==> src/rtl/assert_macros.svh <==
// Assertion macros used by the cache top level.
// Depends on nothing; the bodies are empty when SYNTHESIS is defined.
`ifndef ASSERT_MACROS_SVH
`define ASSERT_MACROS_SVH
`ifndef SYNTHESIS
`define ASSERT_IMPLIES(label, clk, rst, pre, post) \
  label: assert property (@(posedge clk) disable iff (rst) (pre) |-> (post)) \
    else $error("assertion failed");
`define ASSERT_NEXT(label, clk, rst, pre, post) \
  label: assert property (@(posedge clk) disable iff (rst) (pre) |=> (post)) \
    else $error("assertion failed");
`else
`define ASSERT_IMPLIES(label, clk, rst, pre, post)
`define ASSERT_NEXT(label, clk, rst, pre, post)
`endif
`endif

==> src/rtl/lfu_pkg.sv <==
// Types, constants and codes shared by the LFU block cache.
// Depends on nothing.
package lfu_pkg;
  localparam int NumEntries = 64;
  localparam int BlockWords = 32;
  localparam int EntW = $clog2(NumEntries);
  localparam int WordW = $clog2(BlockWords);
  localparam int StoreW = EntW + WordW;

  localparam logic [1:0] ReqLookup = 2'd0;
  localparam logic [1:0] ReqInsert = 2'd1;
  localparam logic [1:0] ReqUpdate = 2'd2;

  localparam logic [1:0] StOk = 2'd0;
  localparam logic [1:0] StMiss = 2'd1;
  localparam logic [1:0] StPresent = 2'd2;
  localparam logic [1:0] StDisabled = 2'd3;

  localparam logic CfgEnable = 1'b0;
  localparam logic CfgEntries = 1'b1;

  typedef struct packed {
    logic [1:0] req_type;
    logic [3:0] disk_number;
    logic [7:0] block_number;
    logic [4:0] word_index;
    logic [63:0] data_word;
  } req_t;

  typedef struct packed {
    logic [1:0] status;
    logic [63:0] read_word;
    logic [4:0] read_index;
    logic last;
    logic [31:0] hit_count;
    logic [31:0] query_count;
  } rsp_t;

  typedef enum logic [3:0] {
    S_IDLE, S_CLEAR, S_SCAN, S_SCANW, S_DECIDE, S_BUMP, S_WRITE, S_RDREQ, S_RDOUT, S_EMIT
  } state_t;

  // Tag entry: valid, key and use count.
  typedef struct packed {
    logic valid;
    logic [3:0] disk;
    logic [7:0] block;
    logic [31:0] uses;
  } tag_t;
endpackage

==> src/rtl/lfu_tag_ram.sv <==
// Tag memory: one entry per cache slot, registered read.
// Depends on lfu_pkg.
module lfu_tag_ram (
  input  logic clk,
  input  logic we,
  input  logic [lfu_pkg::EntW-1:0] waddr,
  input  lfu_pkg::tag_t wdata,
  input  logic [lfu_pkg::EntW-1:0] raddr,
  output lfu_pkg::tag_t rdata
);
  lfu_pkg::tag_t mem [lfu_pkg::NumEntries];
  always_ff @(posedge clk) begin
    if (we) begin
      mem[waddr] <= wdata;
    end
    rdata <= mem[raddr];
  end
endmodule

==> config.mk <==
export PLATFORM = sky130hd
export DESIGN_NAME = lfu_tag_ram
export DESIGN_NICKNAME = d
export VERILOG_FILES = /design/src/rtl/assert_macros.svh /design/src/rtl/lfu_pkg.sv /design/src/rtl/lfu_tag_ram.sv
export SDC_FILE = /design/constraint.sdc
export NUM_CORES = 2
export LEC_CHECK = 0
export BUFFER_PORTS_ARGS = -buffer_cell sky130_fd_sc_hd__buf_2
export CORE_MARGIN = 2
export CORE_UTILIZATION = 44
export CTS_CLUSTER_SIZE = 24
export DETAILED_ROUTE_END_ITERATION = 16
export GPL_TIMING_DRIVEN = 0
export HOLD_SLACK_MARGIN = 0.08
export PLACE_DENSITY = 0.63
export RECOVER_POWER = 50
export SETUP_SLACK_MARGIN = 0.2
export SLEW_MARGIN = 0
export SYNTH_ARGS = -nofsm -noshare
export SYNTH_HDL_FRONTEND = slang
export SYNTH_SLANG_ARGS = --single-unit
==> constraint.sdc <==
create_clock -name clk -period 4.2 [get_ports clk]
set_clock_uncertainty 0.15 [all_clocks]
set_input_delay 0.42 -clock clk [delete_from_list [all_inputs] [get_ports clk]]
set_output_delay 0.42 -clock clk [all_outputs]
set_load 0.02 [all_outputs]
### Word-level counts from Yosys, hierarchy flattened

Memory sizes are Yosys's and may differ from the RTL's. A register that Yosys moved wholly into a read port is not among the register bits.
Cells that the tools add are included.
W data, S select, Z words.

* memories: 1
* memory bits (writable): 2880
* ROM bits: 0
* bits in latches: 0
* bits of input ports: 59
* output and inout port bits: 45
* flip-flop bits (word level): 0

* divide/modulo/power cells: 0
* multiply operators: 0
* order comparisons: 0
* reductions and logical operators: 0
* shift operators: 0
* add/sub/neg operators: 0
* bitwise operators: 0
* mux-type cells: 2
* equality and inequality tests: 0

Memories
* mem: words 64, width 45, rd ports 1, clocked after Yosys merged registers in 1, wr ports 1, RTL line lfu_tag_ram.sv:11 `lfu_pkg::tag_t mem [lfu_pkg::NumEntries];`

Operators by type and width (count)
* $mux W1: 2

### Depth between registers and ports, before layout

* depth after elaboration: 2
* gate-level depth with buffers: 9

### Least setup slack after synthesis

No wires, ideal clock.

* kind: input -> register
* from: input waddr[3] (netlist name)
* to: memory mem[48][0] (netlist name), enable pin
* arrival time: 3.991 ns
* slack: -0.444 ns
* required time: 3.547 ns
* stages: 4
* cell sequence: clkbuf_1 -> nor2b_1 -> nand4b_1 -> nor3_1

RTL lines
* from (decl): RTL line lfu_tag_ram.sv:6 `input logic [lfu_pkg::EntW-1:0] waddr,`
* to (decl): RTL line lfu_tag_ram.sv:11

Straight into the memory's write port.

==> impl_metrics.csv <==
group,metric,value,unit
run_status,status,"finished with violations",
run_status,violations,"max-capacitance violations, max-slew violations",
synthesis,synth_flop_cell,"edfxtp_1",
clock_tree,clock_sink_count,2925,
drt,wirelength,312000,microns
sta,fmax,246,MHz
synthesis,synth_cells,4670,
worst_setup_path,crit_path_end_kind,"flip-flop",
worst_setup_path,timing.rr.end,"rdata[8]",
sta,max_slew_margin,-120,%
drt,wire_per_inst,35.7,microns
die,design.core.area,248000,sq um
drt,vias,54672,
synthesis,yosys_warnings,0,
worst_setup_path,crit_required,4.78,ns
synthesis,synth_edf_count,2880,
synthesis,syn_area,110000,sq um
sta,hold_violations,0,
sta,fin_ws,0.134,ns
power,peakVddDrop,0.451,mV
clock_tree,cts_tree,"built",
finish,layout-drive-gt1-share,28.2,%
synthesis,synth_seq_cells,2925,
clock_tree,cts_inserted_buffers,306,
finish,layout.nets,5269,
hold_path,hold_class,"input port to flip-flop",
clock_tree,clk_latency,0.95,ns
global_route,grt_usage,24.3,%
hold_path,hold_end,"mem[50][15]",
sta,drv_slew,2945,
synthesis,syn-num-nets,4729,
place,dpl-instance-area,118000,sq um
clock_tree,cts_buffer_depth,4,
hold_path,hold_depth,3,
hold_path,hold_start,"waddr[1]",
finish,final_area,127000,sq um
finish,syn_to_final_growth,15.5,%
global_route,antenna_found_initial,20,
clock_tree,clk_pin_slew_worst_paths,0.06,ns
finish,final_common_cell,"edfxtp_1",
worst_setup_path,r2r-start,"mem[7][8]",
drt,drc_errors,0,
sta,setup_viol,0,
die,num_rows,183,
drt,viasPerCell,6.25,
sta,grt_setup_unrepaired,"false",
place,place_inst,8228,
global_route,grt_overflow_total,0,
flow_run,drv_cap,47,
synthesis,async_flop_share,0,%
worst_setup_path,reg2regPathDepth,5,
synthesis,synth.area.top_cells,"edfxtp_1 79%, mux4_2 14%, dfxtp_1 0.82%",
synthesis,synth_area_per_cell,23.5,sq um
power,power.leakage,0.0392,uW
drt,drtPass1Iterations,7,
synthesis,ys_seq_area_share,79.5,%
clock_tree,cts_setup_buffers,0,
place,io_buffers,94,
finish,final_cells,8750,
sta,finalCriticalPeriod,4.07,ns
place,dp_hpwl,206000,microns
power,power,61000,uW
die,dieArea,254000,sq um
worst_setup_path,critPathKind,"input port to flip-flop",
sta,worst_pin_slew,3.30,ns
worst_setup_path,path_max_fanout,10,
drt,ant_nets,0,
global_route,grt_max_degree,65,
finish,fin_util,51.1,%
global_route,grt_pass1_vias,54141,
die,die_w,504,microns
die,io_pins,104,
worst_setup_path,crit_arrival,4.65,ns
power,p_per_area,481,nW/um^2
synthesis,yosys.area.top_type,"edfxtp_1",
place,gp_congestion,0.829,
die,die_y,504,microns
die,initial_core_util,44.2,%
finish,layout_common_cells,"2880 x edfxtp_1, 706 x mux4_2, 310 x clkbuf_16",
clock_tree,clock-root-buffer,"clkbuf_16",
worst_setup_path,critPathLaunchType,"input port",
sta,fin_crit_sh,96.8,%
drt,drt_iter0_drc,8208,
place,post-place-ws,-1.13,ns
worst_setup_path,reg2reg_slack,1.44,ns
synthesis,yosysTopAreaCellShare,78.7,%
global_route,grt_pass1_wl,431000,microns
synthesis,synth.distinct_cells,40,
finish,fill_cells,19105,
clock_tree,h-tree-depth,5,
[cell usage after synthesis, drive strengths merged, types with 5 or more instances]
master     n
edfxtp  2880
mux4     706
buf      162
nor2     130
o22ai    119
clkbuf   106
a221oi    80
a21oi     73
a22oi     65
mux2i     60
nand2     54
a22o      53
dfxtp     45
mux2      27
o221ai    24
a211oi    20
nor2b     12
nand2b     9
nand3      7
a311oi     5
a31o       5
nand3b     5
[metrics by stage]
step / TNS (ns) / hold WS (ns)
after detailed placement: -19.46 / 0.686
after global routing: 0 / 0.126
after CTS: 0 / 0.0839
after floorplan: 0 / 0.369
final: 0 / 0.113
after global placement: -6492.95 / 0.689
[metal layers]
layer | routed length (microns) | GRT usage (%)
met5 | 16 | 0
met3 | 33000 | 5.66
met1 | 121000 | 34.2
met4 | 10600 | 7.92
met2 | 147000 | 37.9
[worst max path at each step]
stage          startpoint           to  depth (start not counted)
3_3_place_gp     waddr[5]  mem[36][20]                          4
4_1_cts          raddr[3]    rdata[30]                          8
3_5_place_dp     raddr[1]    rdata[39]                          9
5_1_grt          raddr[3]     rdata[0]                          9
2_1_floorplan    waddr[5]   mem[39][0]                          4
6_report         raddr[3]    rdata[18]                         11
[cells by family after synthesis]
kind of cell,count (synthesis),share of synthesized area (%)
AND/OR/NAND/NOR,236,0.937
multiplexers,793,15.3
flip-flops,2925,79.5
AO/OA/AOI/OAI,448,2.95
buffers and inverters,268,1.33
[critical path: stages]
cell and delay, ns:
buf_2 0.13, buf_2 0.29, clkbuf_1 0.72, nor2_2 0.29
buf_6 0.26, clkbuf_1 0.55, buf_2 0.47, a22oi_1 0.50
nand2_1 0.11, o22ai_1 0.67, nor2_1 0.21
[registers in the layout (all words and copies together), names as in the netlist]
signal and flops:
mem 2880, rdata 45
[repair_timing]
item | 4_1_cts | 5_1_grt
resized for setup | 2 | 6
hold buffers | 3 | 1
endpoints found under the setup margin | 7 | 2
hold endpoints to repair | 46 | 64
[layout make-up]
type / instances / area, sq um / area share (%)
flip-flops and latches: 2925 / 87400 / 68.8
multi-input cells: 1477 / 21500 / 17.0
clock buffers: 373 / 8040 / 6.34
well taps: 3330 / 4170 / 3.28
repair buffers: 232 / 3260 / 2.57
plain buffers: 268 / 1470 / 1.16
clock inverters: 139 / 1060 / 0.833
diodes: 6 / 15.0 / 0.0118
[power breakdown]
group	internal [uW]	leakage, uW	switching [uW]
clock	14500	0.00446	10900
sequential	32400	0.0263	58.5
combinational	1060	0.00848	2220
total	47900	0.0392	13100
Power figures use the tool's default switching activity.
